[config.mk]
export PLATFORM = sky130hd
export DESIGN_NAME = read_quality_filter_unit
export DESIGN_NICKNAME = d
export VERILOG_FILES = /design/src/rqf_pkg.sv /design/src/rqf_cfg_regs.sv /design/src/rqf_read_stats.sv /design/src/rqf_verdict.sv /design/src/read_quality_filter_unit.sv
export VERILOG_INCLUDE_DIRS = /design/src /design/src/src
export SDC_FILE = /design/constraint.sdc
export NUM_CORES = 1
export LEC_CHECK = 0
export ABC_AREA = 1
export ABC_CLOCK_PERIOD_IN_PS = 10700
export BUFFER_PORTS_ARGS = -buffer_cell sky130_fd_sc_hd__clkbuf_2
export CAP_MARGIN = 20
export CORE_ASPECT_RATIO = 0.8
export CORE_MARGIN = 4
export CORE_UTILIZATION = 55
export CTS_CLUSTER_DIAMETER = 40
export DETAILED_ROUTE_END_ITERATION = 12
export HOLD_SLACK_MARGIN = 0.02
export PLACE_DENSITY = 0.84
export SLEW_MARGIN = 20
export SYNTH_ARGS = -nofsm -noshare
export SYNTH_HDL_FRONTEND = slang
export SYNTH_SLANG_ARGS = --single-unit
export TNS_END_PERCENT = 50
[constraint.sdc]
create_clock -name clk -period 10.7 [get_ports clk]
set_input_delay 0.535 -clock clk [delete_from_list [all_inputs] [get_ports clk]]
set_output_delay 0.535 -clock clk [all_outputs]
set_load 0.005 [all_outputs]
[src/read_quality_filter_unit_assert.svh]
// ----------------------------------------------------------------------------
// read_quality_filter_unit_assert.svh
// Assertion macros shared by the read quality filter files. Each macro expects
// signals named clk and rst_n in the enclosing module.
// ----------------------------------------------------------------------------
`ifndef READ_QUALITY_FILTER_UNIT_ASSERT_SVH
`define READ_QUALITY_FILTER_UNIT_ASSERT_SVH

// Same-cycle implication, checked outside reset.
`define RQF_ASSERT_IMPL(label, ante, cons) \
    label: assert property (@(posedge clk) disable iff (!rst_n) (ante) |-> (cons)) \
        else $error("read quality filter: same-cycle check failed");

// Next-cycle implication, checked outside reset.
`define RQF_ASSERT_NEXT(label, ante, cons) \
    label: assert property (@(posedge clk) disable iff (!rst_n) (ante) |=> (cons)) \
        else $error("read quality filter: next-cycle check failed");

`endif

[src/rqf_pkg.sv]
// ----------------------------------------------------------------------------
// rqf_pkg
// Shared types and constants of the read quality filter.
// ----------------------------------------------------------------------------
package rqf_pkg;

    localparam int unsigned QUAL_W      = 8;
    localparam int unsigned CODE_W      = 8;
    localparam int unsigned CFG_INDEX_W = 3;
    localparam int unsigned CFG_DATA_W  = 8;

    // Register map of the configuration channel
    typedef enum logic [CFG_INDEX_W-1:0] {
        REG_QUALITY_THRESHOLD = 3'd0,
        REG_RUN_LIMIT         = 3'd1,
        REG_PASS_CODE         = 3'd2,
        REG_REJECT_CODE       = 3'd3,
        REG_BIOLOGICAL_MASK   = 3'd4
    } cfg_index_t;

    localparam logic [QUAL_W-1:0] RST_QUALITY_THRESHOLD = 8'd20;
    localparam logic [7:0]        RST_RUN_LIMIT         = 8'd10;
    localparam logic [CODE_W-1:0] RST_PASS_CODE         = 8'd0;
    localparam logic [CODE_W-1:0] RST_REJECT_CODE       = 8'd1;
    localparam logic [7:0]        RST_BIOLOGICAL_MASK   = 8'd1;

    typedef struct packed {
        logic [QUAL_W-1:0] quality_threshold;
        logic [7:0]        run_limit;
        logic [CODE_W-1:0] pass_code;
        logic [CODE_W-1:0] reject_code;
        logic [7:0]        biological_mask;
    } cfg_t;

endpackage

[src/rqf_cfg_regs.sv]
// ----------------------------------------------------------------------------
// rqf_cfg_regs
// Configuration register bank; decodes the write channel into five registers.
// ----------------------------------------------------------------------------
module rqf_cfg_regs
(
    input  logic                            clk,
    input  logic                            rst_n,
    input  logic                            cfg_valid,
    output logic                            cfg_ready,
    input  logic [rqf_pkg::CFG_INDEX_W-1:0] cfg_index,
    input  logic [rqf_pkg::CFG_DATA_W-1:0]  cfg_data,
    output rqf_pkg::cfg_t                   cfg
);
    import rqf_pkg::*;

    cfg_t cfg_reg;
    cfg_t cfg_next;

    assign cfg_ready = 1'b1;
    assign cfg       = cfg_reg;

    always_comb
    begin
        cfg_next = cfg_reg;
        if (cfg_valid)
        begin
            unique case (cfg_index_t'(cfg_index))
                REG_QUALITY_THRESHOLD: cfg_next.quality_threshold = cfg_data;
                REG_RUN_LIMIT:         cfg_next.run_limit         = cfg_data;
                REG_PASS_CODE:         cfg_next.pass_code         = cfg_data;
                REG_REJECT_CODE:       cfg_next.reject_code       = cfg_data;
                REG_BIOLOGICAL_MASK:   cfg_next.biological_mask   = cfg_data;
                default:               cfg_next = cfg_reg;
            endcase
        end
    end

    always_ff @(posedge clk or negedge rst_n)
    begin
        if (!rst_n)
        begin
            cfg_reg.quality_threshold <= RST_QUALITY_THRESHOLD;
            cfg_reg.run_limit         <= RST_RUN_LIMIT;
            cfg_reg.pass_code         <= RST_PASS_CODE;
            cfg_reg.reject_code       <= RST_REJECT_CODE;
            cfg_reg.biological_mask   <= RST_BIOLOGICAL_MASK;
        end
        else
        begin
            cfg_reg <= cfg_next;
        end
    end

endmodule

[src/rqf_read_stats.sv]
// ----------------------------------------------------------------------------
// rqf_read_stats
// Per-read counters: position, low scores, trailing and leading low runs.
// ----------------------------------------------------------------------------
`include "read_quality_filter_unit_assert.svh"

module rqf_read_stats
#(
    parameter int unsigned MAX_READ_LEN = 65535,
    parameter int unsigned CNT_W        = $clog2(MAX_READ_LEN + 1)
)
(
    input  logic                       clk,
    input  logic                       rst_n,
    input  logic                       advance,     // non-empty score consumed
    input  logic                       is_last,
    input  logic [rqf_pkg::QUAL_W-1:0] quality,
    input  logic [rqf_pkg::QUAL_W-1:0] threshold,
    output logic [CNT_W-1:0]           pos_upd,     // counts including this score
    output logic [CNT_W-1:0]           low_upd,
    output logic [CNT_W-1:0]           trail_upd,
    output logic [CNT_W-1:0]           lead_upd
);
    import rqf_pkg::*;

    localparam logic [CNT_W-1:0] MAX_CNT = CNT_W'(MAX_READ_LEN);

    logic [CNT_W-1:0] pos_reg,   pos_next;
    logic [CNT_W-1:0] low_reg,   low_next;
    logic [CNT_W-1:0] trail_reg, trail_next;
    logic [CNT_W-1:0] lead_reg,  lead_next;
    logic             good_reg,  good_next;
    logic             is_low;

    function automatic logic [CNT_W-1:0] sat_inc(input logic [CNT_W-1:0] v);
        sat_inc = (v >= MAX_CNT) ? MAX_CNT : v + CNT_W'(1);
    endfunction

    assign is_low = (quality < threshold);

    always_comb
    begin
        pos_upd   = sat_inc(pos_reg);
        low_upd   = is_low ? sat_inc(low_reg) : low_reg;
        trail_upd = is_low ? sat_inc(trail_reg) : '0;
        lead_upd  = (is_low && !good_reg) ? sat_inc(lead_reg) : lead_reg;

        pos_next   = pos_reg;
        low_next   = low_reg;
        trail_next = trail_reg;
        lead_next  = lead_reg;
        good_next  = good_reg;
        if (advance)
        begin
            if (is_last)
            begin
                // read finished: start the next one from zero
                pos_next   = '0;
                low_next   = '0;
                trail_next = '0;
                lead_next  = '0;
                good_next  = 1'b0;
            end
            else
            begin
                pos_next   = pos_upd;
                low_next   = low_upd;
                trail_next = trail_upd;
                lead_next  = lead_upd;
                good_next  = good_reg | ~is_low;
            end
        end
    end

    always_ff @(posedge clk or negedge rst_n)
    begin
        if (!rst_n)
        begin
            pos_reg   <= '0;
            low_reg   <= '0;
            trail_reg <= '0;
            lead_reg  <= '0;
            good_reg  <= 1'b0;
        end
        else
        begin
            pos_reg   <= pos_next;
            low_reg   <= low_next;
            trail_reg <= trail_next;
            lead_reg  <= lead_next;
            good_reg  <= good_next;
        end
    end

    `RQF_ASSERT_IMPL(a_low_within_pos, 1'b1, low_reg <= pos_reg)
    `RQF_ASSERT_IMPL(a_trail_within_low, 1'b1, trail_reg <= low_reg)
    `RQF_ASSERT_IMPL(a_lead_within_low, 1'b1, lead_reg <= low_reg)
    `RQF_ASSERT_NEXT(a_last_clears, advance && is_last, pos_reg == '0 && !good_reg)

endmodule

[src/rqf_verdict.sv]
// ----------------------------------------------------------------------------
// rqf_verdict
// Applies the rejection rules to a finished read and picks the filter code.
// ----------------------------------------------------------------------------
module rqf_verdict
#(
    parameter int unsigned CNT_W = 16
)
(
    input  rqf_pkg::cfg_t              cfg,
    input  logic                       empty_read,
    input  logic [rqf_pkg::CODE_W-1:0] filter_in,
    input  logic [7:0]                 type_bits,
    input  logic [CNT_W-1:0]           pos_cnt,
    input  logic [CNT_W-1:0]           low_cnt,
    input  logic [CNT_W-1:0]           trail_cnt,
    input  logic [CNT_W-1:0]           lead_cnt,
    output logic [rqf_pkg::CODE_W-1:0] filter_out,
    output logic                       quality_rejected
);
    import rqf_pkg::*;

    logic             checked;
    logic             too_many_low;
    logic             long_read;
    logic             run_fail;
    logic [CNT_W-1:0] limit_ext;

    assign limit_ext    = CNT_W'(cfg.run_limit);
    assign checked      = (filter_in == cfg.pass_code) &&
                          ((type_bits & cfg.biological_mask) == cfg.biological_mask);
    // more than half low: 2*low > len
    assign too_many_low = {low_cnt, 1'b0} > {1'b0, pos_cnt};
    assign long_read    = pos_cnt > limit_ext;
    // trailing run + 1 > limit is trailing run >= limit
    assign run_fail     = (trail_cnt >= limit_ext) || (lead_cnt > limit_ext);

    always_comb
    begin
        quality_rejected = !empty_read && checked && (too_many_low || (long_read && run_fail));
        filter_out       = quality_rejected ? cfg.reject_code : filter_in;
    end

endmodule

[src/read_quality_filter_unit.sv]
// A read's last score word waits in the input register until the result register is free.
// Throughput: one score word per cycle with no gap between reads, unless m_tready holds a result.
// Input register, counter update plus rule logic, then the result register set the timing.
// Reset: counters clear, both word registers go empty, and the configuration
// registers return to threshold 20, run limit 10, pass 0, reject 1, mask 1.
// ----------------------------------------------------------------------------
// read_quality_filter_unit
// Streaming quality filter for sequencing reads. Each input word carries one
// quality score; tlast marks the final score of a read and tuser flags an
// empty read. One result word is emitted per finished or empty read.
// ----------------------------------------------------------------------------
`include "read_quality_filter_unit_assert.svh"

module read_quality_filter_unit
#(
    parameter int unsigned MAX_READ_LEN = 65535
)
(
    input  logic                            clk,
    input  logic                            rst_n,

    input  logic                            s_tvalid,
    output logic                            s_tready,
    input  logic [23:0]                     s_tdata,   // quality[7:0], filter_in[15:8],
                                                       // type_bits[23:16]
    input  logic                            s_tlast,   // is_last
    input  logic                            s_tuser,   // empty_read

    output logic                            m_tvalid,
    input  logic                            m_tready,
    output logic [7:0]                      m_tdata,   // filter_out[7:0]
    output logic                            m_tuser,   // quality_rejected

    input  logic                            cfg_valid,
    output logic                            cfg_ready,
    input  logic [rqf_pkg::CFG_INDEX_W-1:0] cfg_index,
    input  logic [rqf_pkg::CFG_DATA_W-1:0]  cfg_data
);
    import rqf_pkg::*;

    localparam int unsigned CNT_W = $clog2(MAX_READ_LEN + 1);

    cfg_t cfg;

    // Input register stage
    logic              s1_valid_reg, s1_valid_next;
    logic [QUAL_W-1:0] s1_quality_reg;
    logic              s1_last_reg;
    logic              s1_empty_reg;
    logic [CODE_W-1:0] s1_filter_reg;
    logic [7:0]        s1_type_reg;

    // Result register stage
    logic              out_valid_reg, out_valid_next;
    logic [CODE_W-1:0] out_filter_reg;
    logic              out_rej_reg;

    logic              in_accept;
    logic              s1_has_result;
    logic              out_free;
    logic              s1_advance;
    logic              stats_advance;

    logic [CNT_W-1:0]  pos_upd, low_upd, trail_upd, lead_upd;
    logic [CODE_W-1:0] filter_out;
    logic              quality_rejected;

    rqf_cfg_regs u_cfg
    (
        .clk       (clk),
        .rst_n     (rst_n),
        .cfg_valid (cfg_valid),
        .cfg_ready (cfg_ready),
        .cfg_index (cfg_index),
        .cfg_data  (cfg_data),
        .cfg       (cfg)
    );

    // Handshake: the held word moves on when it makes no result or the result
    // register is free (empty, or being drained this cycle).
    assign s1_has_result = s1_empty_reg || s1_last_reg;
    assign out_free      = !out_valid_reg || m_tready;
    assign s1_advance    = s1_valid_reg && (!s1_has_result || out_free);
    assign s_tready      = !s1_valid_reg || s1_advance;
    assign in_accept     = s_tvalid && s_tready;
    // An empty read leaves the counters of a read in progress alone
    assign stats_advance = s1_advance && !s1_empty_reg;

    rqf_read_stats #(
        .MAX_READ_LEN (MAX_READ_LEN),
        .CNT_W        (CNT_W)
    ) u_stats
    (
        .clk       (clk),
        .rst_n     (rst_n),
        .advance   (stats_advance),
        .is_last   (s1_last_reg),
        .quality   (s1_quality_reg),
        .threshold (cfg.quality_threshold),
        .pos_upd   (pos_upd),
        .low_upd   (low_upd),
        .trail_upd (trail_upd),
        .lead_upd  (lead_upd)
    );

    rqf_verdict #(
        .CNT_W (CNT_W)
    ) u_verdict
    (
        .cfg              (cfg),
        .empty_read       (s1_empty_reg),
        .filter_in        (s1_filter_reg),
        .type_bits        (s1_type_reg),
        .pos_cnt          (pos_upd),
        .low_cnt          (low_upd),
        .trail_cnt        (trail_upd),
        .lead_cnt         (lead_upd),
        .filter_out       (filter_out),
        .quality_rejected (quality_rejected)
    );

    always_comb
    begin
        // hold the input word until it moves on; a new word may replace it at once
        s1_valid_next = s1_valid_reg;
        if (in_accept)
            s1_valid_next = 1'b1;
        else if (s1_advance)
            s1_valid_next = 1'b0;

        // load a result, drop it once taken, otherwise hold
        out_valid_next = out_valid_reg;
        if (s1_advance && s1_has_result)
            out_valid_next = 1'b1;
        else if (m_tready)
            out_valid_next = 1'b0;
    end

    always_ff @(posedge clk or negedge rst_n)
    begin
        if (!rst_n)
        begin
            s1_valid_reg  <= 1'b0;
            out_valid_reg <= 1'b0;
        end
        else
        begin
            s1_valid_reg  <= s1_valid_next;
            out_valid_reg <= out_valid_next;
        end
    end

    // Payload registers carry no reset
    always_ff @(posedge clk)
    begin
        if (in_accept)
        begin
            s1_quality_reg <= s_tdata[7:0];
            s1_filter_reg  <= s_tdata[15:8];
            s1_type_reg    <= s_tdata[23:16];
            s1_last_reg    <= s_tlast;
            s1_empty_reg   <= s_tuser;
        end
        if (s1_advance && s1_has_result)
        begin
            out_filter_reg <= filter_out;
            out_rej_reg    <= quality_rejected;
        end
    end

    assign m_tvalid = out_valid_reg;
    assign m_tdata  = out_filter_reg;
    assign m_tuser  = out_rej_reg;

    `RQF_ASSERT_IMPL(a_ready_when_empty, !s1_valid_reg, s_tready)
    `RQF_ASSERT_NEXT(a_result_loaded, s1_advance && s1_has_result, m_tvalid)
    `RQF_ASSERT_IMPL(a_empty_never_rejected, s1_valid_reg && s1_empty_reg, !quality_rejected)

endmodule
==> results of run 1 <==
logic make-up after synthesis:
kind of cell             count (synthesis)
XOR/XNOR                                25
AO/OA/AOI/OAI                          191
AND/OR/NAND/NOR                        471
other                                    1
buffers and inverters                  197
adder cells (fa/ha/maj)                 50
flip-flops                             142
Yosys cell counts (3+ instances only):
| master | number |
|---|---|
| xor2_1 | 18 |
| nand3_1 | 65 |
| nor2_1 | 86 |
| nor2_4 | 5 |
| inv_1 | 170 |
| nor2_2 | 5 |
| inv_2 | 3 |
| xnor2_1 | 7 |
| nand4_1 | 15 |
| o22ai_1 | 39 |
| ha_1 | 50 |
| nand2_1 | 252 |
| nand3_2 | 3 |
| dfstp_2 | 6 |
| a21oi_1 | 35 |
| dfrtp_1 | 101 |
| nand2_4 | 3 |
| nor4_1 | 5 |
| clkbuf_1 | 18 |
| nand2_2 | 4 |
| o21ai_0 | 102 |
| nor3_1 | 18 |
| edfxtp_1 | 35 |
routing by layer:
layer,vias up,part of all wire
met5,-,0
met4,0,0.016
met3,43,0.089
met2,378,0.45
met1,3541,0.44
li1,3652,-
cell type report:
| class | count | share of cell area |
|---|---|---|
| Clock buffer | 17 | 0.0444 |
| Inverter | 175 | 0.0686 |
| Multi-Input combinational cell | 738 | 0.417 |
| Sequential cell | 142 | 0.390 |
| Tap cell | 210 | 0.0274 |
| Timing Repair Buffer | 57 | 0.0334 |
| Clock inverter | 15 | 0.0192 |
worst max-delay path, delay by kind of cell (launching register included):
family | cells | cell delay [ns]
compound gates | 4 | 0.75
fa+ha+maj | 2 | 0.58
buf+inv | 4 | 0.40
flops | 1 | 0.53
simple gates | 17 | 1.94
stage by stage:
step	cell area (um^2)	util	setup WS (ns)	std cells
after floorplan	8480	-	7.09	1077
after global placement	8950	0.594	6.41	1321
after detailed placement	8950	0.594	6.37	1321
after CTS	9560	0.635	6.33	1353
after global routing	9590	0.637	5.86	1354
final	9590	0.637	6.23	1354
worst max-delay path by stage:
| stage | from | end | slack (ns) | cells after the start |
|---|---|---|---|---|
| floorplan | u_cfg.cfg[34] | m_tuser | 7.09 | 27 |
| global placement | u_cfg.cfg[34] | m_tuser | 6.41 | 27 |
| detailed placement | u_cfg.cfg[34] | m_tdata[1] | 6.37 | 27 |
| CTS | u_cfg.cfg[34] | m_tdata[4] | 6.33 | 27 |
| global route | u_cfg.cfg[34] | m_tdata[1] | 5.86 | 27 |
| finish | u_cfg.cfg[34] | m_tdata[1] | 6.23 | 27 |
where the power goes:
| part | total (W) | switching, W | internal (W) |
|---|---|---|---|
| Sequential | 0.000687 | 0.0000574 | 0.000629 |
| Clock | 0.000605 | 0.000288 | 0.000317 |
| Combinational | 0.000492 | 0.000318 | 0.000174 |
==> impl_metrics.ini, run 1 <==
[run_status]
status = finished, final reports clean

[clock_tree]
path_clk_slew_ns = 0.07
postCtsSetupBuffers = 0
cts_resized = 0
cts_tree = built
cts_buffer_depth = 2
root_buffer = clkbuf_16
cts_made_buffers = 17
postCtsHoldBufs = 0
clock-sinks = 142
clock_latency_ns = 0.44
h-tree-depth = 4

[cells_and_area]
final_common_cell = nand2_1
fillers = 1209
antennaDiodeCount = 0
largest_reg_flops = 40
multi_input_area_mm2 = 0.00400
final_nets = 1223
layout-drive-gt1-share = 0.114
areaGrowthSynthToFinish_pct = 13.1
layout_common_cells = nand2_1, inv_1, o21ai_0
layout.area.seq_mm2 = 0.00374

[pwr]
p_total_w = 0.00178
leakagePower_nw = 4.72
ir_drop_mv = 0.108
powerDensity_mw_per_mm2 = 186

[sta]
whs_ns = 0.114
skew_ns = 0.0109
max-slew-margin-rel = 0.392
finalHoldViolations = 0
layout_min_cycle_time_ns = 4.47
fmax_ghz = 0.224
slew_viol_final = 0
final-setup-viol-count = 0
rsz0062_at_grt = no
finalSetupTns_ns = 0
worst_slew_pin_slew_ns = 0.913
period_share = 0.418

[yosys]
syn_nets = 1169
synth_top_area_share = 0.298
synth_top_family_by_area = simple AND/OR/NAND/NOR gates
ys.flop_type = dfrtp_1
yosys_warnings = 0
synth.avg_cell_area_um2 = 7.88
synthXorXnorAreaFrac = 0.0258
synth_edf_count = 35
netlist_instances = 1077
ys_seq_area_frac = 0.440
synthTopCellsByArea = dfrtp_1, edfxtp_1, nand2_1
netlist_area_mm2 = 0.00848
synth_adder_area_share = 0.0737
yosys.area_share.simple = 0.246
synthMuxAreaShare = 0
yosys.area.top_type = dfrtp_1
ys_ff_latch = 142
synth_compound_area_frac = 0.125
ys_types = 47
async_flop_share = 0.754

[worst_hold_path]
hold_path_class = in -> async

[critical_path]
arrival_ns = 4.67
worst_r2r_endpoint = m_tdata[1]
critical_path.max_stage_delay_ns = 0.53
crit_path_top_delay_cell = dfstp_2
reg2reg_slack_ns = 6.23
crit_fanout = 18
crit_path_end_kind = flop
crit_path_frequent_cell = nand2_1
crit_type = reg -> reg
worstPathRequired_ns = 10.89
r2r_cells = 27
critPathLaunchType = flop
rr_startpoint = u_cfg.cfg[34]

[placed_design]
io_buffer_count = 52
place.gp.congestion = 0.944
post-dp-hpwl_um = 15100

[grt]
antenna_found_initial = 0
grt_pass1_wl_um = 35500
met3_usage = 0.0544
use_met2 = 0.393
grt_busiest_layer = met2
grt_max_degree = 62
grt_usage = 0.252
grt-ovfl-total = 0
use_met1 = 0.358
grt_pass1_vias = 7097

[die]
core_area_mm2 = 0.0151
core.rowCount = 40
dieArea_mm2 = 0.0175
ios = 54
die_w_um = 147
die_y_um = 119
start_util = 0.563

[route]
viasPerCell = 5.62
dr.pass1.iters = 9
drc = 0
ant_nets = 0
vias = 7614
drt-initial-drc-count = 857
wl_per_cell_um = 16.2
drt_wl_total_um = 21900

[flow_run]
drv_cap = 0
Note: power is estimated with default switching activity, not from simulation.
==> run 2: changes to the inputs <==
--- a/config.mk
+++ b/config.mk
@@ -7,7 +7,7 @@
 export NUM_CORES = 1
 export LEC_CHECK = 0
 export ABC_AREA = 1
-export ABC_CLOCK_PERIOD_IN_PS = 10700
+export ABC_CLOCK_PERIOD_IN_PS = 4360
 export BUFFER_PORTS_ARGS = -buffer_cell sky130_fd_sc_hd__clkbuf_2
 export CAP_MARGIN = 20
 export CORE_ASPECT_RATIO = 0.8
==> constraint.sdc (replaced) <==
create_clock -name clk -period 4.36 [get_ports clk]
set_input_delay 0.218 -clock clk [delete_from_list [all_inputs] [get_ports clk]]
set_output_delay 0.218 -clock clk [all_outputs]
set_load 0.005 [all_outputs]
==> run 2 against run 1 <==
Fmax rose by 11%. Sequential share of layout area fell by 1.1 points. Combinational power rose to 2.5 times the previous value. Clock power rose by 150%. Power rose by 150%.
==> impl_metrics.ini, run 2 (synthesis gave the netlist of run 1 again) <==
[placed_design]
post-dp-hpwl_um = 15100
placedInstanceArea_mm2 = 0.00897
place.gp.congestion = 0.909
io_buffer_count = 52

[critical_path]
worstSetupPathDepth = 27
worstSetupStartpoint = u_cfg.cfg[34]
crit_fanout = 9
crit_path_frequent_cell = nand2_1
reg2reg_slack_ns = 0.33
critPathLaunchType = flop
worst_r2r_endpoint = m_tuser
arrival_ns = 4.23
crit_type = reg -> reg
worstPathRequired_ns = 4.55
rr_startpoint = u_cfg.cfg[34]
worst-path-buf-inv = 5
crit_path_end_kind = flop
crit_end = m_tuser
crit_path_top_delay_cell = dfstp_2
r2r_cells = 27
critical_path.max_stage_delay_ns = 0.53
crit_family = simple AND/OR/NAND/NOR gates

[grt]
use_met2 = 0.400
grt_pass1_vias = 7507
grt_busiest_layer = met2
met3_usage = 0.0620
grt-ovfl-total = 0
grt_max_degree = 67
use_met1 = 0.369
antenna_found_initial = 0
grt_usage = 0.262
grt_pass1_wl_um = 36900

[pwr]
p_total_w = 0.00443
pwr-share-comb = 0.281
p_sw_frac = 0.359
clkPwrFrac = 0.338
pwr-share-seq = 0.382
internal-power_w = 0.00284
powerDensity_mw_per_mm2 = 448
leakagePower_nw = 4.82
p_switching_w = 0.00159
ir_drop_mv = 0.288

[cells_and_area]
fillers = 1185
layout_common_cells = nand2_1, inv_1, o21ai_0
areaGrowthSynthToFinish_pct = 16.4
layout-drive-gt1-share = 0.117
final_nets = 1252
final_common_cell = nand2_1
largest_reg_flops = 40
antennaDiodeCount = 0
design_area_mm2 = 0.00987

[clock_tree]
clock_latency_ns = 0.44
cts_tree = built
cts_made_buffers = 17
root_buffer = clkbuf_16
clock-sinks = 142
path_clk_slew_ns = 0.07
cts_buffer_depth = 2
h-tree-depth = 4

[route]
drt_wl_total_um = 21900
drc = 0
drt-initial-drc-count = 886
wl_per_cell_um = 15.8
dr.pass1.iters = 7
vias = 7740
ant_nets = 0
viasPerCell = 5.60

[sta]
finalHoldViolations = 0
period_share = 0.925
worst_slew_pin_slew_ns = 0.990
skew_ns = 0.0146
max-slew-margin-rel = 0.336
whs_ns = 0.0663
fmax_ghz = 0.248
layout_min_cycle_time_ns = 4.03
finalSetupTns_ns = 0
slew_viol_final = 0
final-setup-viol-count = 0

[die]
dieArea_mm2 = 0.0175
ios = 54
start_util = 0.563
die_y_um = 119
core.rowCount = 40
die_w_um = 147
core_area_mm2 = 0.0151

[flow_run]
drv_cap = 0

[worst_hold_path]
hold_path_class = in -> reg

[run_status]
status = finished, final reports clean
## run 2: cell count changes in the layout (fill, tap and decap cells not counted), moves of 2 or more
cell,before,now
clkinv_8,5,1
inv_1,169,167
buf_4,5,7
nor2_2,5,7
nor2_1,85,83
dlygate4sd3_1,0,28
## run 2: per-layer routing
layer  up-vias  routed length [um]
li1       3711                   -
met1      3588                9530
met2       396                9910
met3        45                2060
met4         0                 397
met5         -                   0
## run 2: power groups by stage
| stage | sequential [W] | combinational [W] | clock, W |
|---|---|---|---|
| 6_report | 0.00169 | 0.00124 | 0.00150 |
| 5_1_grt | 0.00171 | 0.00141 | 0.00156 |
| 4_1_cts | 0.00168 | 0.00122 | 0.00150 |
| 3_5_place_dp | 0.00170 | 0.00117 | 0 |
| 3_3_place_gp | 0.00170 | 0.00113 | 0 |
| 2_1_floorplan | 0.00166 | 0.000868 | 0 |
## run 2: final cells by class
class	count	area, um^2	area share
clock inverter	14	164	0.0166
clock buffer	18	439	0.0445
inverter	175	662	0.0670
tap	210	263	0.0266
sequential	142	3740	0.378
timing repair buffer	86	588	0.0596
multi-input combinational	738	4020	0.407
## run 2: metrics by stage
step / setup slack, ns / utilization / instances
after floorplan: 0.746 / - / 1077
after global placement: 0.404 / 0.595 / 1323
after detailed placement: 0.221 / 0.595 / 1323
after CTS: 0.159 / 0.654 / 1383
after global routing: -0.0206 / 0.655 / 1383
final: 0.325 / 0.655 / 1383
## run 2: how the worst min path moves through the flow
stage	from	endpoint	slack (ns)	cells after the start
finish	m_tready	m_tvalid	0.07	4
global route	m_tready	m_tvalid	0.1	4
CTS	m_tready	m_tvalid	0.06	4
detailed placement	rst_n	u_stats.trail_reg[14]	0.39	1
global placement	rst_n	s1_valid_reg	0.38	1
floorplan	rst_n	m_tvalid	-0.08	0
## run 2: worst min-delay path, delay by kind of cell
kind                   cells  cell delay, ns
buffers and inverters      2            0.13
AND/OR/NAND/NOR            2            0.12
## run 2: what timing repair did
item / CTS / global route
hold endpoints to repair: 91 / 0
setup endpoints to repair: 0 / 9
gates resized for setup: 0 / 7
buffers inserted: 0 / 0
hold buffers: 28 / 0
